## src/design/ibd_pkg.sv

```systemverilog
package ibd_pkg;

  localparam int unsigned LIM_W  = 24;
  localparam int unsigned TIME_W = 32;
  localparam int unsigned CFG_W  = 8;
  localparam int unsigned DUTY_W = 10;

  localparam logic [CFG_W-1:0] TIMEOUT_RST = 8'd10;
  localparam logic [CFG_W-1:0] BRIGHT_RST  = 8'd255;

  localparam logic [LIM_W-1:0] MS_PER_MIN     = 24'd60000;
  localparam logic [LIM_W-1:0] DIM_MIN_MS     = 24'd30000;
  localparam logic [LIM_W-1:0] DIM_BACKOFF_MS = 24'd1000;

  localparam logic REG_TIMEOUT = 1'b0;
  localparam logic REG_BRIGHT  = 1'b1;

  typedef enum logic [1:0] {
    OP_TICK = 2'd0,
    OP_ACT  = 2'd1,
    OP_OFF  = 2'd2
  } op_t;

  typedef enum logic [1:0] {
    LVL_FULL = 2'd0,
    LVL_DIM  = 2'd1,
    LVL_OFF  = 2'd2
  } level_t;

  function automatic logic [LIM_W-1:0] off_lim_f(logic [CFG_W-1:0] minutes);
    return LIM_W'(minutes) * MS_PER_MIN;
  endfunction

  function automatic logic [LIM_W-1:0] dim_lim_f(logic [LIM_W-1:0] off_lim);
    logic [LIM_W-1:0] d;
    d = off_lim >> 1;
    if (d < DIM_MIN_MS) begin
      d = DIM_MIN_MS;
    end
    if (d >= off_lim) begin
      d = (off_lim > DIM_BACKOFF_MS) ? (off_lim - DIM_BACKOFF_MS) : '0;
    end
    return d;
  endfunction

endpackage

```

## src/design/idle_backlight_dimmer_top.sv

```systemverilog
// Idle backlight dimmer. Each input beat is a tick, a user activity or a
// forced-off request (in_tuser) with the current millisecond time (in_tdata);
// each one yields exactly one result beat with the backlight level, the PWM
// duty, a lit flag and the auto-dimming flag. The block takes one beat per
// clock cycle while out_tready does not stall the result register; a beat is
// held in the input register, then in the result register, and stalls on
// out_tready without loss. The idle limits and duty tables follow the
// configuration registers (timeout in minutes at address 0, brightness at
// address 4), which should be written only while no beat is in flight.
module idle_backlight_dimmer_top
  import ibd_pkg::*;
#(
  parameter int unsigned PWM_MAX       = 1023,
  parameter int unsigned DIM_FLOOR     = 40,
  parameter int unsigned WAKE_LATCH_MS = 2000
) (
  input  logic        clk,
  input  logic        rst_n,

  input  logic        in_tvalid,
  output logic        in_tready,
  input  logic [31:0] in_tdata,   // [31:0] now_ms
  input  logic [1:0]  in_tuser,   // [1:0] op

  output logic        out_tvalid,
  input  logic        out_tready,
  output logic [15:0] out_tdata,  // [1:0] level, [11:2] duty, [12] lit, [13] auto_on

  input  logic        cfg_psel,
  input  logic        cfg_penable,
  input  logic        cfg_pwrite,
  input  logic [2:0]  cfg_paddr,
  input  logic [31:0] cfg_pwdata,
  output logic [31:0] cfg_prdata,
  output logic        cfg_pready
);

  localparam logic [TIME_W-1:0] WAKE_MS = TIME_W'(WAKE_LATCH_MS);
  localparam logic [LIM_W-1:0]  OFF_RST = off_lim_f(TIMEOUT_RST);
  localparam logic [LIM_W-1:0]  DIM_RST = dim_lim_f(OFF_RST);

  function automatic int unsigned full_c(int unsigned b);
    int unsigned bb;
    bb = (b == 0) ? 1 : b;
    if (bb >= 255) begin
      return PWM_MAX;
    end
    return (bb * PWM_MAX) / 255;
  endfunction

  function automatic int unsigned dim_c(int unsigned f);
    int unsigned d;
    d = f / 6;
    if (d < DIM_FLOOR && f > DIM_FLOOR) begin
      d = DIM_FLOOR;
    end
    if (d >= f) begin
      d = (f > 1) ? (f / 2) : 1;
    end
    return d;
  endfunction

  logic [DUTY_W-1:0] full_tab [256];
  logic [DUTY_W-1:0] dim_tab  [256];

  for (genvar g = 0; g < 256; g++) begin : g_duty_tab
    localparam int unsigned FULL_V = full_c(g);
    localparam int unsigned DIM_V  = dim_c(FULL_V);
    assign full_tab[g] = FULL_V[DUTY_W-1:0];
    assign dim_tab[g]  = DIM_V[DUTY_W-1:0];
  end

  logic              s1_valid_r;
  op_t               s1_op_r;
  logic [TIME_W-1:0] s1_now_r;
  logic              out_valid_r;
  logic [15:0]       out_data_r;
  logic [15:0]       out_data_nxt;

  level_t            level_r, level_nxt;
  logic [TIME_W-1:0] last_act_r, last_act_nxt;
  logic [TIME_W-1:0] wake_r, wake_nxt;
  logic [CFG_W-1:0]  timeout_r, timeout_nxt;
  logic [CFG_W-1:0]  bright_r, bright_nxt;
  logic [LIM_W-1:0]  off_lim_r, off_lim_nxt;
  logic [LIM_W-1:0]  dim_lim_r, dim_lim_nxt;

  logic              adv;
  logic              in_fire;
  logic              s2_fire;
  logic              cfg_we;
  logic [TIME_W-1:0] idle;
  logic [DUTY_W-1:0] duty;

  assign adv        = !out_valid_r || out_tready;
  assign in_tready  = !s1_valid_r || adv;
  assign in_fire    = in_tvalid && in_tready;
  assign s2_fire    = s1_valid_r && adv;
  assign out_tvalid = out_valid_r;
  assign out_tdata  = out_data_r;

  assign cfg_pready = 1'b1;
  assign cfg_we     = cfg_psel && cfg_penable && cfg_pwrite && cfg_pready;
  assign cfg_prdata = (cfg_paddr[2] == REG_BRIGHT) ? {24'd0, bright_r} : {24'd0, timeout_r};

  always_comb begin
    timeout_nxt = timeout_r;
    bright_nxt  = bright_r;
    if (cfg_we && cfg_paddr[2] == REG_TIMEOUT) begin
      timeout_nxt = cfg_pwdata[CFG_W-1:0];
    end
    if (cfg_we && cfg_paddr[2] == REG_BRIGHT) begin
      bright_nxt = cfg_pwdata[CFG_W-1:0];
    end
    off_lim_nxt = off_lim_f(timeout_nxt);
    dim_lim_nxt = dim_lim_f(off_lim_nxt);
  end

  always_comb begin
    level_nxt    = level_r;
    last_act_nxt = last_act_r;
    wake_nxt     = wake_r;
    idle         = s1_now_r - last_act_r;
    unique case (s1_op_r)
      OP_TICK: begin
        if (timeout_r == '0 || s1_now_r < wake_r) begin
          level_nxt = LVL_FULL;
        end else if (idle >= TIME_W'(off_lim_r)) begin
          level_nxt = LVL_OFF;
        end else if (idle >= TIME_W'(dim_lim_r)) begin
          level_nxt = LVL_DIM;
        end else begin
          level_nxt = LVL_FULL;
        end
      end
      OP_ACT: begin
        if (level_r != LVL_FULL) begin
          wake_nxt = s1_now_r + WAKE_MS;
        end
        last_act_nxt = s1_now_r;
        level_nxt    = LVL_FULL;
      end
      OP_OFF: begin
        level_nxt = LVL_OFF;
      end
      default: begin
      end
    endcase

    unique case (level_nxt)
      LVL_FULL: duty = full_tab[bright_r];
      LVL_DIM:  duty = dim_tab[bright_r];
      default:  duty = '0;
    endcase

    out_data_nxt = {2'b00, timeout_r != '0, level_nxt != LVL_OFF, duty, level_nxt};
  end

  always_ff @(posedge clk) begin
    if (!rst_n) begin
      s1_valid_r  <= 1'b0;
      out_valid_r <= 1'b0;
      level_r     <= LVL_FULL;
      last_act_r  <= '0;
      wake_r      <= WAKE_MS;
      timeout_r   <= TIMEOUT_RST;
      bright_r    <= BRIGHT_RST;
      off_lim_r   <= OFF_RST;
      dim_lim_r   <= DIM_RST;
    end else begin
      s1_valid_r <= in_fire || (s1_valid_r && !adv);
      if (adv) begin
        out_valid_r <= s1_valid_r;
      end
      if (s2_fire) begin
        level_r    <= level_nxt;
        last_act_r <= last_act_nxt;
        wake_r     <= wake_nxt;
      end
      if (cfg_we) begin
        timeout_r <= timeout_nxt;
        bright_r  <= bright_nxt;
        off_lim_r <= off_lim_nxt;
        dim_lim_r <= dim_lim_nxt;
        if (timeout_nxt == '0) begin
          level_r <= LVL_FULL;
        end
      end
    end
  end

  always_ff @(posedge clk) begin
    if (in_fire) begin
      s1_op_r  <= op_t'(in_tuser);
      s1_now_r <= in_tdata;
    end
    if (s2_fire) begin
      out_data_r <= out_data_nxt;
    end
  end

  a_off_dark : assert property (@(posedge clk) disable iff (!rst_n)
    out_valid_r && out_data_r[1:0] == LVL_OFF |-> out_data_r[12:2] == '0)
    else $error("off level must give zero duty and unlit");

  a_act_full : assert property (@(posedge clk) disable iff (!rst_n)
    s2_fire && s1_op_r == OP_ACT && !cfg_we |=> level_r == LVL_FULL)
    else $error("activity must return the light to full");

  a_manual_full : assert property (@(posedge clk) disable iff (!rst_n)
    s2_fire && s1_op_r == OP_TICK && timeout_r == '0 |=> level_r == LVL_FULL)
    else $error("tick with auto dimming disabled must hold full");

  a_lim_order : assert property (@(posedge clk) disable iff (!rst_n)
    timeout_r != '0 |-> dim_lim_r < off_lim_r)
    else $error("dim limit must stay below off limit");

  a_out_hold : assert property (@(posedge clk) disable iff (!rst_n)
    s1_valid_r && !adv |=> s1_valid_r)
    else $error("pending item lost while output stalled");

endmodule

```

## config.mk

```make
export PLATFORM = sky130hd
export DESIGN_NAME = idle_backlight_dimmer_top
export DESIGN_NICKNAME = d
export VERILOG_FILES = /design/src/design/ibd_pkg.sv /design/src/design/idle_backlight_dimmer_top.sv
export SDC_FILE = /design/constraint.sdc
export NUM_CORES = 1
export LEC_CHECK = 0
export ABC_AREA = 1
export BUFFER_PORTS_ARGS = -buffer_cell sky130_fd_sc_hd__buf_4
export CAP_MARGIN = 10
export CORE_MARGIN = 5
export CORE_UTILIZATION = 25
export DETAILED_ROUTE_END_ITERATION = 8
export GPL_ROUTABILITY_DRIVEN = 0
export SETUP_SLACK_MARGIN = 0.4
export SLEW_MARGIN = 10
export SYNTH_ARGS = -nofsm -noshare
export SYNTH_HDL_FRONTEND = slang
export SYNTH_SLANG_ARGS = --single-unit
```

## constraint.sdc

```tcl
create_clock -name clk -period 9.2 [get_ports clk]
set_input_delay 1.84 -clock clk [delete_from_list [all_inputs] [get_ports clk]]
set_output_delay 1.84 -clock clk [all_outputs]
set_load 0.05 [all_outputs]
```

==> flow_results.org, run 1 <==
** Die
- Die outline width :: 249.9 microns
- Core box area :: 57370 sq um
- Io pins :: 127
- The die covers 62450 sq um.
- The initial utilization of the core area, before any placement, comes to 0.2508.
- Measured along the y axis, the die boundary spans 249.9 microns.
- Std cell rows :: 88

** Synthesis
- Sequential area share after synthesis :: 0.2713
- Unique masters post-synth :: 58
- The synthesized design contains 48 enable-type register cells.
- In the synthesized netlist the async set-or-reset flop fraction comes to 0.
- Number of instances in the synthesized netlist :: 2039
- Synthesized flop and latch total :: 171
- For this run, the number of Yosys warnings is 0.
- Mean instance size in the synthesized netlist :: 7.057 sq um
- Post-synthesis instance area :: 14390 sq um
- Most frequently used flop master after synthesis :: sky130_fd_sc_hd__dfxtp_1

** Final layout
- The finished layout holds 2878 standard cells, fillers aside.
- Of the cells placed in the final design, the portion with a size suffix greater than 1 is 0.08282.
- ANT cells :: 0
- Layout area overhead :: 14.14%
- Sequential standard cell area :: 3904 sq um
- Multi-input gate area in the final layout :: 8945 sq um
- Fill cell count :: 6327
- Finished layout cell area :: 16420 sq um
- Nets :: 2375

** Timing
- RSZ-0062 raised after global routing :: yes
- At the pin with the least slew margin, the transition time is 852.1 ps.
- Of the available clock period, the critical path in the final layout requires 0.8974.
- Setup violations remaining at the end of the flow were counted as 0.
- Headroom to the max-slew limit :: 0.4298
- The hold violation count in the final report came to 0.
- Once routing completed, OpenROAD measured the worst setup slack at 943.5 ps.
- For this run, the top clock speed supported by timing is 121.1 MHz.
- For the final database, setup skew stands at 10.64 ps.
- The count of pins over their slew limit is 0.
- Accumulated negative setup slack :: 0 ps
- Minimum clock period :: 8257 ps

** Place
- DP Worst Slack :: 223.0 ps
- Post-DP Area :: 15670 sq um
- Placed instance count :: 2836
- Final HPWL from detailed placement :: 29430 microns
- Input and output buffers added on the ports amount to 73.

** Hold path
- The worst hold path passes through 2 cells.
- Worst Hold Path EP :: last_act_r[20]
- The worst hold path begins at last_act_r[20].
- Worst hold path type :: reg -> reg

** Setup path
- Category of the worst setup path capture point :: register
- Launching instance or port of the critical path :: cfg_paddr[2]
- Measured in cells, the most critical reg-to-reg path has a length of 32.
- Data required time of the critical path :: 9580 ps
- STA classifies the critical path startpoint as a primary input.
- Master of the slowest instance on the critical path :: sky130_fd_sc_hd__o31ai_4
- Maximum fanout along the worst path :: 14
- The critical path is of the in -> reg type.
- Most frequent CP cell :: sky130_fd_sc_hd__inv_1
- Arrival time at the worst endpoint :: 8640 ps
- In this run the register-to-register setup slack is 2540 ps.
- Critical register-to-register path startpoint :: timeout_r[4]
- Broken down by cell family, the worst path's largest delay share belongs to simple AND/OR/NAND/NOR gates.
- Together, buffers and inverters on the worst path number 9.
- On the worst path, the slowest cell contributes a delay of 660 ps.
- The worst register-to-register path ends at dim_lim_r[12].

** Routing
- After detailed routing, the number of remaining DRC violations is 0.
- Iteration count of the initial detailed-routing pass :: 6
- Routed vias :: 12933
- The first routing iteration left 964 violations.
- Vias per std cell :: 4.494
- Dividing the detail-routed wire length by the instance count gives 13.11 microns.
- ANT nets after route :: 0
- Sum of routed wire length over all layers :: 37720 microns

** Clock network
- Clock-pin slew was measured on the worst setup and hold paths at 80 ps.
- CTS H-tree depth :: 4
- Buffers inserted during clock tree synthesis total 17.
- The number of hold buffers added after CTS was 0.
- CTS placed an instance of sky130_fd_sc_hd__clkbuf_16 at the clock tree root.
- CTS sink cnt :: 171
- The clock passes through at most 2 buffers.
- Insertion delay of the later-clocked pin in the worst-skew pair :: 440 ps
- Clock tree from TritonCTS :: done

** Global route
- Via count of the first global-routing pass :: 11988
- The number of antenna violations at the first check in global routing came to 0.
- First-pass GRT wire length :: 61290 microns
- In the global route stage, overall resource usage came out at 0.1164.
- Largest net degree at the start of global routing :: 54
- Overflow left after global routing :: 0

** Power and ir drop
- Across the VDD grid, the largest voltage drop is 0.09396 mV.
- PnR Total Power :: 2.848 mW
- The analysis attributes to cell leakage a power of 7.848 nW.
- Power per standard cell area :: 173.4 nW/um^2

** Run
- The tool flagged a number of max-cap violations equal to 0.

** Status
- Outcome :: completed
layout make-up:
cell class	count	area share
Timing Repair Buffer	90	0.04114
Tap cell	765	0.05828
Clock inverter	14	0.01013
Sequential cell	171	0.2377
Clock buffer	18	0.02743
Multi-Input combinational cell	1467	0.5446
Inverter	353	0.08068
power by group:
group / internal [mW] / total [mW] / leakage [nW] / switching [mW]
registers: 0.814 / 0.846 / 1.46 / 0.0315
logic: 0.421 / 1.26 / 6.09 / 0.834
clock network: 0.385 / 0.747 / 0.297 / 0.362
total: 1.62 / 2.85 / 7.85 / 1.23
kinds of logic after synthesis:
group           synth area share
compound gates            0.1621
xor+xnor                 0.03757
fa+ha+maj                 0.1830
buf+inv                   0.1203
flops                     0.2713
other cells            0.0005219
simple gates              0.2252
metrics by stage:
| stage | util | hold slack (ps) |
|---|---|---|
| 3_5_place_dp | 0.2731 | 451.0 |
| 5_1_grt | 0.2863 | 486.9 |
| 2_1_floorplan | - | 433.1 |
| 3_3_place_gp | 0.2731 | 444.5 |
| 6_report | 0.2863 | 459.4 |
| 4_1_cts | 0.2839 | 462.6 |
Yosys cell counts (all sizes together) (34+ instances only):
cell    count  area [sq um]
dfxtp     123          2462
inv       351          1318
xor2       47         419.2
o21ai     167         835.8
nand2     393          1528
clkbuf     42         157.7
nor2      165         655.6
nand3     107         535.5
buf        34         249.0
edfxtp     48          1441
ha        180          2252
a21oi     201          1013
flip-flops by register name, indices dropped and copies added, names as in the netlist:
register,flops
s1_now_r,32
off_lim_r,18
timeout_r,8
bright_r,8
level_r,2
s1_valid_r,1
out_tdata,14
wake_r,32
s1_op_r,2
dim_lim_r,21
last_act_r,32
out_tvalid,1
worst max path at each step:
stage               cells after the start  slack (ps)       endpoint
floorplan                              44        1340  dim_lim_r[19]
global placement                       42         270   dim_lim_r[4]
detailed placement                     40         220   dim_lim_r[5]
CTS                                    39         660   dim_lim_r[5]
global route                           38         360   dim_lim_r[5]
finish                                 36         940  dim_lim_r[12]
cells in the final DEF (no fill, tap or decap), types with 46 or more instances in the layout:
cell,Yosys,final
sky130_fd_sc_hd__nand3_1,107,106
sky130_fd_sc_hd__inv_1,346,346
sky130_fd_sc_hd__nor2_1,158,157
sky130_fd_sc_hd__nand2_1,376,376
sky130_fd_sc_hd__dfxtp_1,123,123
sky130_fd_sc_hd__a21oi_1,199,199
sky130_fd_sc_hd__ha_1,180,179
sky130_fd_sc_hd__xor2_1,46,46
sky130_fd_sc_hd__edfxtp_1,48,48
sky130_fd_sc_hd__buf_4,28,90
sky130_fd_sc_hd__o21ai_0,164,163
metal layers:
layer	vias up	routed length (microns)	track usage
met4	0	371	0.02195
li1	6789	-	-
met1	5841	18420	0.1636
met5	-	0	0
met2	279	17300	0.1926
met3	24	1631	0.01584
timing repair:
item / in CTS / in global routing
gates resized for setup: 0 / 8
buffers inserted: 0 / 7
setup endpoints to repair: 0 / 20
worst reg2reg max path, delay by kind of cell, from the launching register on:
kind,cells,cell delay (ps)
buffers and inverters,7,730
DFF,1,330
adders and majority gates,5,1850
AOI/OAI and AO/OA,3,1180
and+or+nand+nor,17,2500
(Power assumes the default switching activity.)
==> run 2, diff against run 1 <==
--- a/config.mk
+++ b/config.mk
@@ -5,13 +5,15 @@
 export SDC_FILE = /design/constraint.sdc
 export NUM_CORES = 1
 export LEC_CHECK = 0
-export ABC_AREA = 1
 export BUFFER_PORTS_ARGS = -buffer_cell sky130_fd_sc_hd__buf_4
 export CAP_MARGIN = 10
+export CELL_PAD_IN_SITES_DETAIL_PLACEMENT = 1
+export CELL_PAD_IN_SITES_GLOBAL_PLACEMENT = 1
 export CORE_MARGIN = 5
 export CORE_UTILIZATION = 25
 export DETAILED_ROUTE_END_ITERATION = 8
 export GPL_ROUTABILITY_DRIVEN = 0
+export PLACE_DENSITY_LB_ADDON = 0.1
 export SETUP_SLACK_MARGIN = 0.4
 export SLEW_MARGIN = 10
 export SYNTH_ARGS = -nofsm -noshare
==> run 2 against run 1 <==
Compared with the run above: count of clock-buffer cells in the layout shrank 1; power grew 1.4%; sequential cell count is the same; first-iteration DRC count shrank 57%; clock power grew 2%; clock skew grew 7.2 ps; synthesized cell count shrank 13%; via count shrank 1.4%; wire length grew 21%; sequential share of layout area shrank 0.78 points; critical path depth shrank 4; final cell count shrank 7.6%; largest cell class unchanged; highest routed layer unchanged.
==> flow_results.org, run 2 <==
** Global route
- The overall track demand over capacity in global routing came to 0.1461 (+0.02971).
- The largest net degree at the start of global routing is 82 (+52%).
- Initial antenna violation count :: 0 (unchanged)
- Overflow left after global routing :: 0 (unchanged)
- The via count of the first global-routing pass is 13154 (+9.7%).
- First-pass GRT wire length :: 74420 microns (+21%)

** Final layout
- The number of inserted filler cells in the final layout was 6814 (+7.7%).
- Layout area overhead :: 18.03%
- Nets :: 2155 (-9.3%)
- Share of final-layout standard cells stronger than drive strength 1 :: 0.1506 (+0.06773)
- Multi-input gate area in the final layout :: 9514 sq um (+6.4%)
- Finished layout cell area :: 16980 sq um (+3.4%)
- ANT cells :: 0 (unchanged)
- The library cell used most frequently in the layout, excluding fill and tap cells, is sky130_fd_sc_hd__nand2_1.
- The register cell area after layout is 3904 sq um (unchanged).
- In the final layout, the registers with the most flip-flops are last_act_r (32), s1_now_r (32), wake_r (32).
- Top library cells by usage in the layout, fill and taps aside :: sky130_fd_sc_hd__nand2_1, sky130_fd_sc_hd__ha_1, sky130_fd_sc_hd__inv_1

** Timing
- The worst hold slack across all endpoints is 457.8 ps (-1.568 ps).
- Accumulated negative setup slack :: 0 ps (unchanged)
- The final period demand of the worst path came to 8442 ps (+185.3 ps).
- The relative max-transition margin came to 0.2503 (-0.1795).
- The hold violation count in the final report is 0 (unchanged).
- The count of pins over their slew limit was 0 (unchanged).
- RSZ-0062 raised after global routing :: yes
- The final setup violation count is 0 (unchanged).
- Upper clock frequency limit :: 118.5 MHz (-2.2%)
- The share of the clock period used by the worst path is 0.9176 (+0.02015).
- The worst-case clock skew is 17.82 ps (+7.179 ps).
- The transition at the pin with the smallest max-transition slack was 1123 ps (+270.9 ps).

** Power and ir drop
- The cell area power density was 170.1 nW/um^2 (-1.9%).
- Leakage :: 7.156 nW (-8.8%)
- Max rail drop VDD :: 0.1366 mV (+45%)

** Routing
- The number of remaining DRC errors came to 0 (unchanged).
- Starting DRC count in detailed routing :: 410 (-57%)
- The length of the first detailed-routing pass in iterations is 4 (-2).
- The remaining antenna violation count after routing came to 0 (unchanged).
- The wire length reported by the detailed router was 45660 microns (+21%).
- The routed via count divided by cell count came to 4.799 (+6.8%).
- Routed vias :: 12755 (-1.4%)
- The mean routed wirelength per cell came to 17.18 microns (+31%).

** Hold path
- Worst hold path type :: reg -> reg
- Startpoint of the lowest-slack hold path :: last_act_r[16]

** Synthesis
- The number of synthesis warnings came to 0 (unchanged).
- Post-synthesis instance area :: 14390 sq um (about the same)
- Synthesized flop and latch total :: 171 (unchanged)
- Sequential area share after synthesis :: 0.2713 (about the same)
- In the synthesized netlist the dominant register cell turns out to be sky130_fd_sc_hd__dfxtp_1.
- The fraction of post-synthesis cell area in the top cell type by area came to 0.1711 (about the same).
- Leading post-synthesis cells by cell area :: sky130_fd_sc_hd__dfxtp_1, sky130_fd_sc_hd__ha_1, sky130_fd_sc_hd__edfxtp_1, sky130_fd_sc_hd__nand2_1, sky130_fd_sc_hd__a21oi_1
- Mean instance size in the synthesized netlist :: 8.142 sq um (+15%)
- Summed over all instances, the cell type with the most area after synthesis is sky130_fd_sc_hd__dfxtp_1.
- Proportion of register bits with asynchronous set or reset after synthesis :: 0 (unchanged)
- Number of instances in the synthesized netlist :: 1767 (-13%)
- Count of flip-flops with a built-in enable after synthesis :: 48 (unchanged)
- Most common library cells after synthesis :: sky130_fd_sc_hd__nand2_1, sky130_fd_sc_hd__ha_1, sky130_fd_sc_hd__inv_1, sky130_fd_sc_hd__a21oi_1, sky130_fd_sc_hd__dfxtp_1
- Unique masters post-synth :: 100 (+72%)
- Dominant cell by count in the synthesized netlist :: sky130_fd_sc_hd__nand2_1

** Clock network
- The clock insertion delay at the later pin of the skew report was 490 ps (+50 ps).
- CTS H-tree depth :: 4 (unchanged)
- The clock transition time at the flip-flop clock pins of the worst setup and hold paths was 80 ps (about the same).
- The maximum count of clock buffers along a single path was 2 (unchanged).
- The total clock sinks is 171 (unchanged).
- Inserted Clock Buffers :: 17 (unchanged)
- Clock tree from TritonCTS :: done
- Clock Tree Root :: sky130_fd_sc_hd__clkbuf_16
- Hold-fix buffers at CTS :: 0 (unchanged)

** Setup path
- The biggest cell delay along the critical path is 580 ps (-80 ps).
- The setup path with the least slack is of type in -> reg.
- The most critical setup path has its startpoint at cfg_paddr[2].
- Startpoint types :: primary input
- The required time of the critical path came to 9570 ps (about the same).
- The data arrival at the endpoint of the critical path came to 8810 ps (+170 ps).
- The maximum fanout along the worst path was 6 (-8).
- Master of the slowest instance on the critical path :: sky130_fd_sc_hd__or4_4
- The startpoint identified for the worst register-to-register timing path is timeout_r[3].
- Category of the worst setup path capture point :: register

** Die
- Die outline width :: 249.9 microns (about the same)
- Std cell rows :: 88 (unchanged)
- The count of pins on the block boundary is 127 (unchanged).
- Area enclosed by the die boundary :: 62450 sq um (about the same)
- The overall die height came to 249.9 microns (about the same).
- The area of the core came to 57370 sq um (unchanged).
- The starting density of the core was 0.2508 (about the same).

** Place
- The estimated wirelength of the detail-placed design is 35860 microns (+22%).
- The count of input and output buffers came to 73 (unchanged).
- Post-DP Area :: 16240 sq um (+3.7%)

** Run
- Count of max-cap constraint violations :: 0 (unchanged)

** Status
- Outcome :: completed
-- run 2: cell count changes after synthesis, sizes merged, moves of 28 or more --
cell / before / now
a211oi: 10 / 38
a21o: 6 / 38
a21oi: 201 / 143
inv: 351 / 179
nand2: 393 / 223
nand3: 107 / 43
nor2: 165 / 122
o211ai: 11 / 39
o21ai: 167 / 80
-- run 2: power breakdown --
part	total, mW	internal, mW	switching (mW)
clock network	0.759	0.369	0.390
logic	1.28	0.542	0.739
registers	0.848	0.813	0.0352
total	2.89	1.72	1.16
-- run 2: stage by stage --
step                cells  utilization  power, mW  setup slack, ps
finish               2658       0.2960      2.888            758.1
detailed placement   2626       0.2831      2.114            84.88
floorplan            1792            -      1.639            428.5
global route         2658       0.2960      3.115            381.0
CTS                  2658       0.2938      2.909            564.5
global placement     2626       0.2831      2.097            47.14
-- run 2: worst max-delay path: cells and delay by family --
family | cells | cell delay (ps)
AO/OA/AOI/OAI | 10 | 2050
XOR/XNOR | 1 | 140
adder cells (fa/ha/maj) | 6 | 2150
buffers and inverters | 7 | 830
multiplexers | 1 | 220
AND/OR/NAND/NOR | 7 | 1600
-- run 2: routing by layer --
metal / GRT usage / routed length [microns] / up-vias
li1: - / - / 6416
met1: 0.2032 / 22880 / 6223
met2: 0.2414 / 21410 / 89
met3: 0.02136 / 894 / 27
met4: 0.03183 / 475 / 0
met5: 0 / 0 / -
-- run 2: final cells by class --
class / instances / area share
clock buffers: 17 / 0.02505
clock inverters: 15 / 0.01113
inverters: 182 / 0.04052
multi-input cells: 1336 / 0.5603
flip-flops and latches: 171 / 0.2299
well taps: 765 / 0.05637
repair buffers: 172 / 0.07678
-- run 2: path summary, 6_finish.rpt --
kind                         end  slack (ps)  depth (start not counted)
setup / recovery    dim_lim_r[7]         760                         32
setup reg to reg    dim_lim_r[7]        2220                         29
hold / removal    last_act_r[16]         460                          2
hold reg to reg   last_act_r[16]         460                          2
-- run 2: kinds of logic after synthesis --
| logic type | share of synthesized area |
|---|---|
| DFF | 0.2713 |
| other | 0.0005220 |
| xor gates and xnor gates | 0.04496 |
| adders and majority gates | 0.1830 |
| buffers and inverters | 0.08383 |
| muxes | 0.02200 |
| AOI/OAI and AO/OA | 0.2057 |
| and+or+nand+nor | 0.1887 |
-- run 2: what timing repair did --
action                     CTS  global route
hold endpoints to repair     0             0
resized for setup            0            25
buffers inserted             0             0
setup endpoints to repair    0            20
